===== src/sv/gdo_pkg.sv =====
// ----------------------------------------------------------------------------
// gdo_pkg: shared types and constants for the gregorian date offset unit
// sequencer states, datapath micro-op command, calendar constants and tables
// ----------------------------------------------------------------------------
`default_nettype none

package gdo_pkg;

  // default year window
  localparam int MIN_YEAR_DEF = 1582;
  localparam int MAX_YEAR_DEF = 9999;

  // days in the gregorian cycles
  localparam int DAYS_400Y = 146097;
  localparam int DAYS_100Y = 36524;
  localparam int DAYS_4Y   = 1461;
  localparam int DAYS_1Y   = 365;

  // sequencer states
  typedef enum logic [4:0] {
    ST_IDLE,
    ST_D100_EST,
    ST_D100_BACK,
    ST_D100_FIX,
    ST_FWD_MUL,
    ST_FWD_ADD1,
    ST_FWD_ADD2,
    ST_FWD_ADD3,
    ST_CLAMP,
    ST_WK_EST,
    ST_WK_BACK,
    ST_WK_FIX,
    ST_WK_SAVE,
    ST_C400_EST,
    ST_C400_BACK,
    ST_C400_FIX,
    ST_C100_EST,
    ST_C100_BACK,
    ST_C100_FIX,
    ST_C4_EST,
    ST_C4_BACK,
    ST_C4_FIX,
    ST_C1_EST,
    ST_C1_BACK,
    ST_C1_FIX,
    ST_YMUL,
    ST_YADD,
    ST_MONTH,
    ST_FINISH
  } state_t;

  // datapath micro-ops
  typedef enum logic [3:0] {
    OP_NONE,
    OP_LOAD,
    OP_EST,
    OP_BACK,
    OP_FIX,
    OP_FWD_MUL,
    OP_FWD_ADD1,
    OP_FWD_ADD2,
    OP_FWD_ADD3,
    OP_CLAMP,
    OP_SERIAL_M1,
    OP_YMUL,
    OP_YADD,
    OP_MONTH,
    OP_OUT
  } op_t;

  // constant divisor of the shared divide step
  typedef enum logic [2:0] {
    DSEL_100,
    DSEL_7,
    DSEL_400Y,
    DSEL_100Y,
    DSEL_4Y,
    DSEL_1Y
  } dsel_t;

  // where the last quotient or remainder is parked
  typedef enum logic [2:0] {
    SAVE_NONE,
    SAVE_Q100,
    SAVE_WDAY,
    SAVE_Q400,
    SAVE_C,
    SAVE_Q4,
    SAVE_Y1
  } save_t;

  typedef enum logic [1:0] {
    CLAMP_NONE  = 2'd0,
    CLAMP_EARLY = 2'd1,
    CLAMP_LATE  = 2'd2
  } clamp_t;

  // command from sequencer to datapath
  typedef struct packed {
    op_t   op;
    dsel_t dsel;
    save_t save;
  } cmd_t;

  // days before january 1 of year y, elaboration use only
  function automatic longint days_before_year(input longint y);
    longint p;
    p = y - 1;
    return p * 365 + p / 4 - p / 100 + p / 400;
  endfunction

  // days before the first of month m (1..12) in a common year
  function automatic logic [8:0] cum_days(input logic [3:0] m);
    logic [8:0] d;
    case (m)
      4'd1:    d = 9'd0;
      4'd2:    d = 9'd31;
      4'd3:    d = 9'd59;
      4'd4:    d = 9'd90;
      4'd5:    d = 9'd120;
      4'd6:    d = 9'd151;
      4'd7:    d = 9'd181;
      4'd8:    d = 9'd212;
      4'd9:    d = 9'd243;
      4'd10:   d = 9'd273;
      4'd11:   d = 9'd304;
      4'd12:   d = 9'd334;
      default: d = 9'd0;
    endcase
    return d;
  endfunction

endpackage

`default_nettype wire


===== src/sv/gdo_ctrl.sv =====
// ----------------------------------------------------------------------------
// gdo_ctrl: sequencer for the gregorian date offset unit
// steps the datapath through one conversion and owns both handshakes
// ----------------------------------------------------------------------------
`default_nettype none

module gdo_ctrl (
  input  wire logic          clk,
  input  wire logic          rst_n,
  input  wire logic          in_tvalid,
  output logic               in_tready,
  output logic               out_tvalid,
  input  wire logic          out_tready,
  output gdo_pkg::cmd_t      cmd
);
  import gdo_pkg::*;

  state_t state_r, state_nxt;
  logic   out_valid_r, out_valid_nxt;

  always_ff @(posedge clk) begin
    if (!rst_n) begin
      state_r     <= ST_IDLE;
      out_valid_r <= 1'b0;
    end else begin
      state_r     <= state_nxt;
      out_valid_r <= out_valid_nxt;
    end
  end

  always_comb begin
    state_nxt     = state_r;
    out_valid_nxt = out_valid_r & ~out_tready;
    in_tready     = 1'b0;
    cmd           = '{op: OP_NONE, dsel: DSEL_100, save: SAVE_NONE};
    case (state_r)
      ST_IDLE: begin
        in_tready = 1'b1;
        if (in_tvalid) begin
          cmd.op    = OP_LOAD;
          state_nxt = ST_D100_EST;
        end
      end
      // year - 1 divided by 100
      ST_D100_EST: begin
        cmd.op    = OP_EST;
        state_nxt = ST_D100_BACK;
      end
      ST_D100_BACK: begin
        cmd.op    = OP_BACK;
        state_nxt = ST_D100_FIX;
      end
      ST_D100_FIX: begin
        cmd.op    = OP_FIX;
        state_nxt = ST_FWD_MUL;
      end
      // date to serial count plus offset
      ST_FWD_MUL: begin
        cmd.op    = OP_FWD_MUL;
        cmd.save  = SAVE_Q100;
        state_nxt = ST_FWD_ADD1;
      end
      ST_FWD_ADD1: begin
        cmd.op    = OP_FWD_ADD1;
        state_nxt = ST_FWD_ADD2;
      end
      ST_FWD_ADD2: begin
        cmd.op    = OP_FWD_ADD2;
        state_nxt = ST_FWD_ADD3;
      end
      ST_FWD_ADD3: begin
        cmd.op    = OP_FWD_ADD3;
        state_nxt = ST_CLAMP;
      end
      ST_CLAMP: begin
        cmd.op    = OP_CLAMP;
        state_nxt = ST_WK_EST;
      end
      // weekday
      ST_WK_EST: begin
        cmd.op    = OP_EST;
        cmd.dsel  = DSEL_7;
        state_nxt = ST_WK_BACK;
      end
      ST_WK_BACK: begin
        cmd.op    = OP_BACK;
        cmd.dsel  = DSEL_7;
        state_nxt = ST_WK_FIX;
      end
      ST_WK_FIX: begin
        cmd.op    = OP_FIX;
        cmd.dsel  = DSEL_7;
        state_nxt = ST_WK_SAVE;
      end
      ST_WK_SAVE: begin
        cmd.op    = OP_SERIAL_M1;
        cmd.save  = SAVE_WDAY;
        state_nxt = ST_C400_EST;
      end
      // serial count to year through the cycle lengths
      ST_C400_EST: begin
        cmd.op    = OP_EST;
        cmd.dsel  = DSEL_400Y;
        state_nxt = ST_C400_BACK;
      end
      ST_C400_BACK: begin
        cmd.op    = OP_BACK;
        cmd.dsel  = DSEL_400Y;
        state_nxt = ST_C400_FIX;
      end
      ST_C400_FIX: begin
        cmd.op    = OP_FIX;
        cmd.dsel  = DSEL_400Y;
        state_nxt = ST_C100_EST;
      end
      ST_C100_EST: begin
        cmd.op    = OP_EST;
        cmd.dsel  = DSEL_100Y;
        cmd.save  = SAVE_Q400;
        state_nxt = ST_C100_BACK;
      end
      ST_C100_BACK: begin
        cmd.op    = OP_BACK;
        cmd.dsel  = DSEL_100Y;
        state_nxt = ST_C100_FIX;
      end
      ST_C100_FIX: begin
        cmd.op    = OP_FIX;
        cmd.dsel  = DSEL_100Y;
        state_nxt = ST_C4_EST;
      end
      ST_C4_EST: begin
        cmd.op    = OP_EST;
        cmd.dsel  = DSEL_4Y;
        cmd.save  = SAVE_C;
        state_nxt = ST_C4_BACK;
      end
      ST_C4_BACK: begin
        cmd.op    = OP_BACK;
        cmd.dsel  = DSEL_4Y;
        state_nxt = ST_C4_FIX;
      end
      ST_C4_FIX: begin
        cmd.op    = OP_FIX;
        cmd.dsel  = DSEL_4Y;
        state_nxt = ST_C1_EST;
      end
      ST_C1_EST: begin
        cmd.op    = OP_EST;
        cmd.dsel  = DSEL_1Y;
        cmd.save  = SAVE_Q4;
        state_nxt = ST_C1_BACK;
      end
      ST_C1_BACK: begin
        cmd.op    = OP_BACK;
        cmd.dsel  = DSEL_1Y;
        state_nxt = ST_C1_FIX;
      end
      ST_C1_FIX: begin
        cmd.op    = OP_FIX;
        cmd.dsel  = DSEL_1Y;
        state_nxt = ST_YMUL;
      end
      ST_YMUL: begin
        cmd.op    = OP_YMUL;
        cmd.save  = SAVE_Y1;
        state_nxt = ST_YADD;
      end
      ST_YADD: begin
        cmd.op    = OP_YADD;
        state_nxt = ST_MONTH;
      end
      ST_MONTH: begin
        cmd.op    = OP_MONTH;
        state_nxt = ST_FINISH;
      end
      // hand over once the output register is free
      ST_FINISH: begin
        if (!out_valid_r || out_tready) begin
          cmd.op        = OP_OUT;
          out_valid_nxt = 1'b1;
          state_nxt     = ST_IDLE;
        end
      end
      default: begin
        state_nxt = ST_IDLE;
      end
    endcase
  end

  assign out_tvalid = out_valid_r;

endmodule

`default_nettype wire


===== src/sv/gdo_dp.sv =====
// ----------------------------------------------------------------------------
// gdo_dp: datapath of the gregorian date offset unit
// one shared multiplier, divide by constant via reciprocal and one correction
// ----------------------------------------------------------------------------
`default_nettype none

module gdo_dp #(
  parameter int MIN_YEAR = gdo_pkg::MIN_YEAR_DEF,
  parameter int MAX_YEAR = gdo_pkg::MAX_YEAR_DEF
) (
  input  wire logic               clk,
  input  wire gdo_pkg::cmd_t      cmd,
  input  wire logic [13:0]        in_year,
  input  wire logic [3:0]         in_month,
  input  wire logic [4:0]         in_day,
  input  wire logic signed [20:0] offset_days,
  output logic [13:0]             out_year,
  output logic [3:0]              out_month,
  output logic [4:0]              out_day,
  output logic [21:0]             serial_day,
  output logic [2:0]              weekday,
  output logic [8:0]              day_in_year,
  output logic                    leap_flag,
  output logic [1:0]              clamp_code
);
  import gdo_pkg::*;

  localparam int     YW     = $clog2(MAX_YEAR + 1);
  localparam longint HI_DAY = days_before_year(longint'(MAX_YEAR) + 1);
  localparam longint LO_DAY = days_before_year(longint'(MIN_YEAR)) + 1;
  localparam int     SW     = $clog2(HI_DAY + 1);
  localparam int     AW     = SW + 2;
  localparam longint SPAN   = longint'(1) << SW;

  localparam logic [SW-1:0] LO_S     = SW'(LO_DAY);
  localparam logic [SW-1:0] HI_S     = SW'(HI_DAY);
  localparam logic [SW-1:0] RCP_100  = SW'(SPAN / 100);
  localparam logic [SW-1:0] RCP_7    = SW'(SPAN / 7);
  localparam logic [SW-1:0] RCP_400Y = SW'(SPAN / DAYS_400Y);
  localparam logic [SW-1:0] RCP_100Y = SW'(SPAN / DAYS_100Y);
  localparam logic [SW-1:0] RCP_4Y   = SW'(SPAN / DAYS_4Y);
  localparam logic [SW-1:0] RCP_1Y   = SW'(SPAN / DAYS_1Y);

  // working registers
  logic [YW-1:0]        p_r;
  logic [3:0]           month_r;
  logic [4:0]           day_r;
  logic signed [20:0]   off_r;
  logic [SW-1:0]        x_r;
  logic [SW-1:0]        q_r;
  logic [2*SW-1:0]      prod_r;
  logic signed [AW-1:0] acc_r;
  logic [SW-1:0]        s_r;
  clamp_t               clamp_r;
  logic [YW-1:0]        q100_r;
  logic                 leap_in_r;
  logic [2:0]           wday_r;
  logic [YW-1:0]        q400_r;
  logic [1:0]           c_r;
  logic [4:0]           q4_r;
  logic [1:0]           y1_r;
  logic [8:0]           doy_r;
  logic [YW-1:0]        oy_r;
  logic                 leap_out_r;
  logic [3:0]           om_r;
  logic [4:0]           od_r;

  // output register
  logic [13:0] out_year_r;
  logic [3:0]  out_month_r;
  logic [4:0]  out_day_r;
  logic [21:0] serial_r;
  logic [2:0]  weekday_r;
  logic [8:0]  doy_out_r;
  logic        leap_r;
  logic [1:0]  clamp_out_r;

  // divisor and reciprocal
  logic [SW-1:0] div_d;
  logic [SW-1:0] div_m;
  logic          div_sat;

  always_comb begin
    div_sat = 1'b0;
    case (cmd.dsel)
      DSEL_100: begin
        div_d = SW'(100);
        div_m = RCP_100;
      end
      DSEL_7: begin
        div_d = SW'(7);
        div_m = RCP_7;
      end
      DSEL_400Y: begin
        div_d = SW'(DAYS_400Y);
        div_m = RCP_400Y;
      end
      DSEL_100Y: begin
        div_d   = SW'(DAYS_100Y);
        div_m   = RCP_100Y;
        div_sat = 1'b1;
      end
      DSEL_4Y: begin
        div_d = SW'(DAYS_4Y);
        div_m = RCP_4Y;
      end
      DSEL_1Y: begin
        div_d   = SW'(DAYS_1Y);
        div_m   = RCP_1Y;
        div_sat = 1'b1;
      end
      default: begin
        div_d = SW'(100);
        div_m = RCP_100;
      end
    endcase
  end

  // shared multiplier
  logic [SW-1:0]   mul_a;
  logic [SW-1:0]   mul_b;
  logic [2*SW-1:0] mul_p;

  always_comb begin
    case (cmd.op)
      OP_BACK: begin
        mul_a = prod_r[2*SW-1:SW];
        mul_b = div_d;
      end
      OP_FWD_MUL: begin
        mul_a = SW'(p_r);
        mul_b = SW'(DAYS_1Y);
      end
      OP_YMUL: begin
        mul_a = SW'(q400_r);
        mul_b = SW'(400);
      end
      default: begin
        mul_a = x_r;
        mul_b = div_m;
      end
    endcase
  end

  assign mul_p = (2*SW)'(mul_a) * (2*SW)'(mul_b);

  // remainder and one-step correction, quotient estimate is exact or one low
  logic [SW-1:0] fix_r;
  logic [SW-1:0] fix_rd;
  logic [SW-1:0] fix_q_nxt;
  logic [SW-1:0] fix_rem_nxt;

  always_comb begin
    fix_r  = x_r - prod_r[SW-1:0];
    fix_rd = fix_r - div_d;
    if (fix_r >= div_d) begin
      fix_q_nxt   = q_r + SW'(1);
      fix_rem_nxt = fix_rd;
    end else begin
      fix_q_nxt   = q_r;
      fix_rem_nxt = fix_r;
    end
    // last day of a 400 or 4 year cycle stays in the final century or year
    if (div_sat && fix_q_nxt == SW'(4)) begin
      fix_q_nxt   = SW'(3);
      fix_rem_nxt = div_d;
    end
  end

  // input clamping
  logic [16:0] yc;
  logic [3:0]  mc;

  always_comb begin
    yc = 17'(in_year);
    if (yc < 17'(MIN_YEAR)) begin
      yc = 17'(MIN_YEAR);
    end else if (yc > 17'(MAX_YEAR)) begin
      yc = 17'(MAX_YEAR);
    end
    mc = in_month;
    if (mc < 4'd1) begin
      mc = 4'd1;
    end else if (mc > 4'd12) begin
      mc = 4'd12;
    end
  end

  // day offset within the starting year
  logic [9:0] fwd_md;
  assign fwd_md = 10'(cum_days(month_r)) + 10'((month_r > 4'd2) && leap_in_r) + 10'(day_r);

  // clamp of the shifted serial count
  logic [SW-1:0] s_nxt;
  clamp_t        clamp_nxt;

  always_comb begin
    if (acc_r < $signed(AW'(LO_S))) begin
      s_nxt     = LO_S;
      clamp_nxt = CLAMP_EARLY;
    end else if (acc_r > $signed(AW'(HI_S))) begin
      s_nxt     = HI_S;
      clamp_nxt = CLAMP_LATE;
    end else begin
      s_nxt     = acc_r[SW-1:0];
      clamp_nxt = CLAMP_NONE;
    end
  end

  // month search over the cumulative table
  logic [3:0] om_nxt;
  logic [8:0] mbase;

  always_comb begin
    logic [8:0] dbm;
    om_nxt = 4'd1;
    mbase  = 9'd0;
    for (int m = 2; m <= 12; m++) begin
      dbm = cum_days(4'(m)) + 9'((m > 2) && leap_out_r);
      if (dbm < doy_r) begin
        om_nxt = 4'(m);
        mbase  = dbm;
      end
    end
  end

  logic [8:0] od_full;
  assign od_full = doy_r - mbase;

  always_ff @(posedge clk) begin
    case (cmd.op)
      OP_LOAD: begin
        p_r     <= YW'(yc - 17'd1);
        x_r     <= SW'(yc - 17'd1);
        month_r <= mc;
        day_r   <= in_day;
        off_r   <= offset_days;
      end
      OP_EST: begin
        prod_r <= mul_p;
      end
      OP_BACK: begin
        q_r    <= prod_r[2*SW-1:SW];
        prod_r <= mul_p;
      end
      OP_FIX: begin
        q_r <= fix_q_nxt;
        x_r <= fix_rem_nxt;
      end
      OP_FWD_MUL: begin
        prod_r <= mul_p;
      end
      OP_FWD_ADD1: begin
        acc_r <= $signed(AW'(prod_r[SW-1:0])) + $signed(AW'(p_r >> 2))
                 - $signed(AW'(q100_r));
      end
      OP_FWD_ADD2: begin
        acc_r <= acc_r + $signed(AW'(q100_r >> 2)) + $signed(AW'(fwd_md));
      end
      OP_FWD_ADD3: begin
        acc_r <= acc_r + AW'(off_r);
      end
      OP_CLAMP: begin
        s_r     <= s_nxt;
        clamp_r <= clamp_nxt;
        x_r     <= s_nxt;
      end
      OP_SERIAL_M1: begin
        x_r <= s_r - SW'(1);
      end
      OP_YMUL: begin
        prod_r <= mul_p;
      end
      OP_YADD: begin
        oy_r <= prod_r[YW-1:0] + YW'(c_r) * YW'(100) + YW'({q4_r, 2'b00})
                + YW'(y1_r) + YW'(1);
        leap_out_r <= (y1_r == 2'd3) && ((q4_r != 5'd24) || (c_r == 2'd3));
      end
      OP_MONTH: begin
        om_r <= om_nxt;
        od_r <= od_full[4:0];
      end
      OP_OUT: begin
        out_year_r  <= 14'(oy_r);
        out_month_r <= om_r;
        out_day_r   <= od_r;
        serial_r    <= 22'(s_r);
        weekday_r   <= wday_r;
        doy_out_r   <= doy_r;
        leap_r      <= leap_out_r;
        clamp_out_r <= clamp_r;
      end
      default: begin
      end
    endcase

    case (cmd.save)
      SAVE_Q100: begin
        q100_r <= YW'(q_r);
        // leap if year divisible by 4, and by 400 when divisible by 100
        leap_in_r <= (p_r[1:0] == 2'd3) && ((x_r != SW'(99)) || (q_r[1:0] == 2'd3));
      end
      SAVE_WDAY: begin
        wday_r <= x_r[2:0];
      end
      SAVE_Q400: begin
        q400_r <= YW'(q_r);
      end
      SAVE_C: begin
        c_r <= q_r[1:0];
      end
      SAVE_Q4: begin
        q4_r <= q_r[4:0];
      end
      SAVE_Y1: begin
        y1_r  <= q_r[1:0];
        doy_r <= x_r[8:0] + 9'd1;
      end
      default: begin
      end
    endcase
  end

  assign out_year    = out_year_r;
  assign out_month   = out_month_r;
  assign out_day     = out_day_r;
  assign serial_day  = serial_r;
  assign weekday     = weekday_r;
  assign day_in_year = doy_out_r;
  assign leap_flag   = leap_r;
  assign clamp_code  = clamp_out_r;

endmodule

`default_nettype wire


===== src/sv/gregorian_date_offset_unit.sv =====
// ----------------------------------------------------------------------------
// gregorian_date_offset_unit: shifts a gregorian date by a signed day count
// returns the new date, its serial day number, weekday, ordinal day, leap
// flag and a clamp code
//
// usage:
//  - in_* is a stream slave, one transaction carries year, month, day and a
//    signed offset; out_* is a stream master, one result transaction per input
//  - an input is taken only while the sequencer is idle; the result shows on
//    out_tvalid after the sequence of 28 steps, and the next input is not
//    taken until the sequencer is back in idle
//  - the steps all go through one shared multiplier: a divide by a constant
//    costs three steps (reciprocal estimate, back multiply, remainder
//    correction) and is done six times
//  - results sit in an output register, so the next input is accepted and
//    worked on while a result still waits; a stalled receiver holds the
//    block in its last step until the output register is free
//  - reset clears the sequencer and the output valid flag; there are no
//    stored tables to clear
// ----------------------------------------------------------------------------
`default_nettype none

module gregorian_date_offset_unit #(
  parameter int MIN_YEAR = gdo_pkg::MIN_YEAR_DEF,
  parameter int MAX_YEAR = gdo_pkg::MAX_YEAR_DEF
) (
  input  wire logic        clk,
  input  wire logic        rst_n,
  // input transaction
  input  wire logic        in_tvalid,
  output logic             in_tready,
  // in_year[13:0], in_month[17:14], in_day[22:18], offset_days[43:23],
  // zero pad [47:44]
  input  wire logic [47:0] in_tdata,
  // result transaction
  output logic             out_tvalid,
  input  wire logic        out_tready,
  // out_year[13:0], out_month[17:14], out_day[22:18], serial_day[44:23],
  // weekday[47:45], day_in_year[56:48], leap_flag[57], clamp_code[59:58],
  // zero pad [63:60]
  output logic [63:0]      out_tdata
);
  import gdo_pkg::*;

  cmd_t cmd;

  // result fields from the datapath output register
  logic [13:0] out_year;
  logic [3:0]  out_month;
  logic [4:0]  out_day;
  logic [21:0] serial_day;
  logic [2:0]  weekday;
  logic [8:0]  day_in_year;
  logic        leap_flag;
  logic [1:0]  clamp_code;

  // sequencer: handshakes and step order
  gdo_ctrl u_ctrl (
    .clk        (clk),
    .rst_n      (rst_n),
    .in_tvalid  (in_tvalid),
    .in_tready  (in_tready),
    .out_tvalid (out_tvalid),
    .out_tready (out_tready),
    .cmd        (cmd)
  );

  // datapath: clamping, conversions, shared multiplier
  gdo_dp #(
    .MIN_YEAR (MIN_YEAR),
    .MAX_YEAR (MAX_YEAR)
  ) u_dp (
    .clk         (clk),
    .cmd         (cmd),
    .in_year     (in_tdata[13:0]),
    .in_month    (in_tdata[17:14]),
    .in_day      (in_tdata[22:18]),
    .offset_days ($signed(in_tdata[43:23])),
    .out_year    (out_year),
    .out_month   (out_month),
    .out_day     (out_day),
    .serial_day  (serial_day),
    .weekday     (weekday),
    .day_in_year (day_in_year),
    .leap_flag   (leap_flag),
    .clamp_code  (clamp_code)
  );

  assign out_tdata = {4'b0000, clamp_code, leap_flag, day_in_year, weekday,
                      serial_day, out_day, out_month, out_year};

endmodule

`default_nettype wire


===== config.mk =====
export PLATFORM = sky130hd
export DESIGN_NAME = gregorian_date_offset_unit
export DESIGN_NICKNAME = d
export VERILOG_FILES = /design/src/sv/gdo_pkg.sv /design/src/sv/gdo_ctrl.sv /design/src/sv/gdo_dp.sv /design/src/sv/gregorian_date_offset_unit.sv
export SDC_FILE = /design/constraint.sdc
export NUM_CORES = 2
export LEC_CHECK = 0
export ABC_AREA = 0
export BUFFER_PORTS_ARGS = -buffer_cell sky130_fd_sc_hd__buf_4
export CORE_UTILIZATION = 60
export CTS_CLUSTER_SIZE = 8
export DETAILED_ROUTE_END_ITERATION = 7
export PLACE_DENSITY = 0.79
export SLEW_MARGIN = 0
export SYNTH_ARGS = -nofsm -noshare
export SYNTH_HDL_FRONTEND = slang
export SYNTH_SLANG_ARGS = --single-unit

===== constraint.sdc =====
create_clock -name clk -period 19.3 [get_ports clk]
set_clock_uncertainty 0.2 [all_clocks]
set_input_delay 1.93 -clock clk [delete_from_list [all_inputs] [get_ports clk]]
set_output_delay 1.93 -clock clk [all_outputs]
set_load 0.01 [all_outputs]

Word level (Yosys, flattened, before mapping)
Memories as Yosys holds them, arrays and structs flattened.
Cells that the tools add are included.
{ "op_classes": {"reduce_logical": 25, "div": 0, "n_mul": 2, "n_addsub": 29, "shifts": 0, "eq_ne": 62, "bitwise_logic": 2, "mux": 50, "magnitude_cmp": 19} }
{ "ops": {"columns": ["operator", "count"], "rows": [
  ["5-bit case mux with 29 select lines", 1],
  ["22-bit two-way mux", 6],
  ["22-bit case mux with 3 select lines", 2],
  ["20-bit case mux with 5 select lines", 1],
  ["18-bit case mux with 5 select lines", 1],
  ["22-bit case mux with 4 select lines", 1],
  ["24-bit case mux with 3 select lines", 1],
  ["5-bit == test, second input constant", 13],
  ["5-bit two-way mux", 13],
  ["9-bit < comparator", 7],
  ["4-bit case mux with 14 select lines", 1],
  ["22-bit by 22-bit multiplier with 44-bit output", 1],
  ["22-bit case mux with 2 select lines", 1],
  ["5-bit by 4-bit == test with 1-bit output, second input constant", 8],
  ["8-bit by 1-bit adder with 9-bit output, first input constant", 4],
  ["4-bit == test, second input constant", 7],
  ["14-bit two-way mux", 2],
  ["9-bit by 1-bit adder with 9-bit output, first input constant", 3],
  ["24-bit by 11-bit adder with 24-bit output", 1],
  ["24-bit by 13-bit adder with 24-bit output", 1],
  ["24-bit by 21-bit adder with 24-bit output", 1],
  ["24-bit by 23-bit > comparator with 1-bit output, second input constant", 1],
  ["24-bit by 21-bit < comparator with 1-bit output, second input constant", 1],
  ["3-bit two-way mux", 8],
  ["63 further kinds", 103]
]} }
{ "word_totals": {"inputBits": 52, "latchBits": 0, "n_memories": 1, "wordCells": 224, "output_inout_bits": 66, "regBits": 320, "rom_bits": 144, "ramBits": 0} }
{ "mem_list": {"columns": ["memory", "words", "width", "rd", "rd_clocked_by_memory_dff", "write_ports", "line", "text"], "rows": [
  ["(name not given)", 16, 9, 1, 0, 0, "gdo_pkg.sv:115", "case (m)"]
]} }

Longest topological paths before layout
{ "depth": {"depth_word": 13, "ltp_mapped": 44, "mapped_depth_nobuf": 41} }

Hierarchy
From an unflattened synthesis, not the netlist that was laid out.
{ "hier_totals": {"hier_cells": 3706, "area_unflattened_um2": 35173.7} }
{ "by_module_without_submodules": {"columns": ["module", "area_per_inst_um2", "instances", "cells_each"], "rows": [
  ["gdo_dp", 34420.5, 1, 3598],
  ["gdo_ctrl", 711.9, 1, 102],
  ["gregorian_date_offset_unit", 41.3, 1, 6]
]} }

Worst setup path after synthesis
No wires, ideal clock.
{ "synth_timing": {"path_type": "input to register", "from": "input port out_tready", "to": "register u_dp.prod_r[42] (data pin)", "arrival_ns": 11.223, "path_stages": 38, "setup_slack_ns": 7.619, "cell_sequence": "nand2b_1 -> a311oi_1 -> a31oi_1 -> nor4b_1 -> o21a_1 -> clkbuf_1 -> buf_1 -> a222oi_1 -> nand2_1 -> o21a_1 -> clkbuf_1 -> nand2_1 -> fa_1 -> inv_1 -> fa_1 -> inv_1 -> fa_1 -> inv_1 -> [2 not listed] -> fa_1 -> inv_1 -> fa_1 -> inv_1 -> ha_1 -> a21o_1 -> a21o_1 -> a21oi_1 -> o21ai_0 -> or3_1 -> o211a_1 -> a2111oi_0 -> o211ai_1 -> a31o_2 -> a21o_1 -> a21o_1 -> a21oi_1 -> xnor2_1"} }
{ "synth_between": {"elab_chain_cells": 6, "elab_cells_between_ends": 9} }
{ "synth_rtl": {"columns": ["element", "line", "text"], "rows": [
  ["start: declaration", "gregorian_date_offset_unit.sv:37", "input wire logic out_tready,"],
  ["1-bit logical OR (*)", "gdo_ctrl.sv:179", "if (!out_valid_r || out_tready) begin"],
  ["4-bit two-way mux (*)", "gdo_ctrl.sv:179", null],
  ["4-bit case mux with 14 select lines (*)", "gdo_ctrl.sv:36", "case (state_r)"],
  ["4-bit == test (tied with other cells)", "gdo_dp.sv:125", "case (cmd.op)"],
  ["22-bit case mux with 3 select lines", "gdo_dp.sv:125", null],
  ["22-bit by 22-bit multiplier with 44-bit output (*)", "gdo_dp.sv:145", "assign mul_p = (2*SW)'(mul_a) * (2*SW)'(mul_b);"],
  ["net u_dp.mul_p[42]", "gdo_dp.sv:122", "logic [2*SW-1:0] mul_p;"],
  ["end signal: assignment", "gdo_dp.sv:240", "prod_r <= mul_p;"],
  ["end signal: assignment", "gdo_dp.sv:244", "prod_r <= mul_p;"],
  ["end signal: assignment", "gdo_dp.sv:251", "prod_r <= mul_p;"],
  ["end: declaration", "gdo_dp.sv:51", "logic [2*SW-1:0] prod_r;"]
]} }
The timed path passes the listed nets; every way through them passes the cells marked *.
A chain may end at the register's enable or synchronous reset.

Final worst setup path
Same ends and word-level chain as after synthesis.

==> results.toml <==
[setup_path]
regToRegSetupSlack_ns = 7.67
crit_fanout = 41
cp_data_arrival_time_ns = 12.16
cp_common_cell = "fa_1"
worstSetupPathType = "in -> reg"
cpMaxStageDelayCell = "nand2_1"
reg2regPathDepth = 36
cpPeakStageDelay_ns = 0.77
cp-end-kind = "flop"
r2r-end = "u_dp.prod_r[42]"
cp-endpoint = "u_dp.prod_r[42]"
timing.rr.start = "u_ctrl.state_r[2]"
startpoint = "out_tready"
critPathRequiredTime_ns = 19.41
critPathLaunchType = "input pin"

[timing]
fin_crit_sh_pct = 62.4
fmax_ghz = 0.0830
hold_slack_ns = 0.212
tightestPinTransition_ns = 1.14
setup_viol = 0
period_needed_ns = 12.05
maxSlewViolCount = 0
finalHoldViolCount = 0
slew_headroom_pct = 23.4
rsz0062_at_grt = "no"
setup_tns_ns = 0
fin_ws_ns = 7.25

[route]
route.detailed.drc = 8
first_pass_iters = 8
viasPerCell = 6.09
vias = 27800
drtIter0Drc = 2848
ant_nets = 0
drt-wirelength-per-cell_um = 21.2
finalWirelength_mm = 96.9

[clocking]
cts_buffer_depth = 3
clock_latency_ns = 0.57
postCtsHoldBufs = 0
htree_levels = 2
cts_root_buffer = "clkbuf_16"
clk_pin_slew_ns = 0.05
cts-resized-gates = 0
cts_tree = "yes"
cts_buffers = 46
clock_sinks = 320
post_cts_buffers = 0

[global_routing]
grt_max_degree = 61
gr-total-overflow = 0
grt_pass1_wl_mm = 152
grt_usage_pct = 33.0
antenna_found_initial = 1
grt_pass1_vias = 27600

[logic_synthesis]
synth_top_area_share_pct = 27.0
synth_top_area_cell = "edfxtp_1"
synth_ff_type = "edfxtp_1"
synth_top_cells_by_area = "edfxtp_1 27%, fa_1 19%, ha_1 12%, inv_1 6.2%, nand2_1 4.1%"
yosysSeqAreaShare_pct = 27.3
async_flop_share_pct = 0
ys_ff_latch = 320
netlist_area_sq_um = 35000
synth-warning-count = 0
synth_edf_count = 314
netlist_instances = 3704
synthDistinctLibCells = 88
synth.most_common_cell = "inv_1"
synth_area_per_cell_sq_um = 9.44
synth_common_cells = "579 x inv_1, 384 x nand2_1, 345 x ha_1"

[placement]
hpwl_mm = 76.8
pre_cts_ws_ns = 6.70
gp_congestion = 1.00
io_buffers = 109

[cells_and_area]
nNetsFinal = 4523
drive_above_1_share_pct = 6.95
area_delta_synth_final_pct = 8.49

[status]
status = "finished with violations"
violations = "design-rule violations"

[floorplanning]
dieArea_sq_um = 59300
io_pins = 118
fp-row-count = 88
fp.dieH_um = 243
die-width_um = 243
start_util_pct = 60.6
core_sq_um = 57700

[run]
max-cap-violations = 0

[min_path]
hold_path_class = "reg -> reg"
==> cell families (layout without fill, tap and decap cells) <==
| family | after synthesis | in the layout | share of synthesized area (%) |
|---|---|---|---|
| flops | 320 | 320 | 27.3 |
| mux | 21 | 21 | 0.651 |
| fa+ha+maj | 685 | 685 | 31.8 |
| simple gates | 1036 | 1036 | 13.3 |
| xor+xnor | 224 | 224 | 5.63 |
| buf+inv | 711 | 800 | 7.70 |
| compound gates | 706 | 706 | 13.6 |
| other cells | 1 | 5 | 0.0107 |
==> final cells by class <==
| cell class | instances | area [sq um] |
|---|---|---|
| Antenna cell | 1 | 2.50 |
| Tap cell | 765 | 957 |
| Clock inverter | 4 | 46.3 |
| Clock buffer | 54 | 1180 |
| Inverter | 582 | 2180 |
| Multi-Input combinational cell | 2676 | 22800 |
| Sequential cell | 320 | 9550 |
| Timing Repair Buffer | 160 | 1200 |
| Fill cell | 4551 | 19700 |
==> how the worst min path moves through the flow <==
stage,startpoint,end,slack [ns],cells past startpoint
after floorplan,u_dp.clamp_r[0],u_dp.clamp_code[0],0.20,0
after global placement,u_dp.od_r[0],u_dp.out_day[0],0.20,0
after detailed placement,u_dp.oy_r[7],u_dp.out_year[7],0.21,0
after CTS,u_dp.wday_r[1],u_dp.weekday[1],0.21,0
after global routing,u_dp.wday_r[2],u_dp.weekday[2],0.22,0
final,u_dp.wday_r[1],u_dp.weekday[1],0.21,0
==> metrics by stage <==
step	cells	area, sq um	utilization [%]
after floorplan	3707	35000	-
after global placement	4503	36700	63.6
after detailed placement	4503	36700	63.6
after CTS	4561	37900	65.8
after global routing	4561	37900	65.8
final	4562	38000	65.8
==> routing by layer <==
metal / vias up / GRT usage, % / share of wire [%]
li1: 12700 / - / -
met4: 0 / 13.4 / 4.4
met5: - / 0 / 0
met2: 1339 / 54.5 / 47
met1: 13500 / 43.2 / 39
met3: 245 / 5.67 / 9.9
==> critical path: cells and delay by family <==
| kind | cells | cell delay, ns |
|---|---|---|
| compound gates | 14 | 3.34 |
| simple gates | 5 | 1.77 |
| buf+inv | 8 | 1.02 |
| xor+xnor | 1 | 0.08 |
| fa+ha+maj | 8 | 3.96 |
==> flip-flops by register name, summed over array words and instances, names as in the netlist, 9 cells and up <==
| register | flops |
|---|---|
| u_dp.oy_r | 14 |
| u_dp.doy_r | 9 |
| u_dp.s_r | 22 |
| u_dp.x_r | 22 |
| u_dp.q_r | 22 |
| u_dp.day_in_year | 9 |
| u_dp.q100_r | 14 |
| u_dp.prod_r | 44 |
| u_dp.off_r | 21 |
| u_dp.q400_r | 14 |
| u_dp.acc_r | 24 |
| u_dp.p_r | 14 |
| u_dp.out_year | 14 |
| u_dp.serial_day | 22 |
==> layout by cell type, fill, tap and decap left out, types with 25 or more instances in the layout <==
master     instances
nand2b_1          28
and2_1            27
clkbuf_16         46
a21oi_1          165
a21o_1            72
o21ai_0          124
a22oi_1           34
fa_1             340
o21a_1            42
nand4_1           25
xnor2_1          160
xor2_1            63
inv_1            579
edfxtp_1         314
ha_1             345
nor2_1           312
nor3_1            60
nand2_1          383
nand3_1           55
buf_4            160
o21bai_1          31
Power is not shown: default switching activity piles up to over one toggle a cycle in this logic, so the estimate is an artifact.
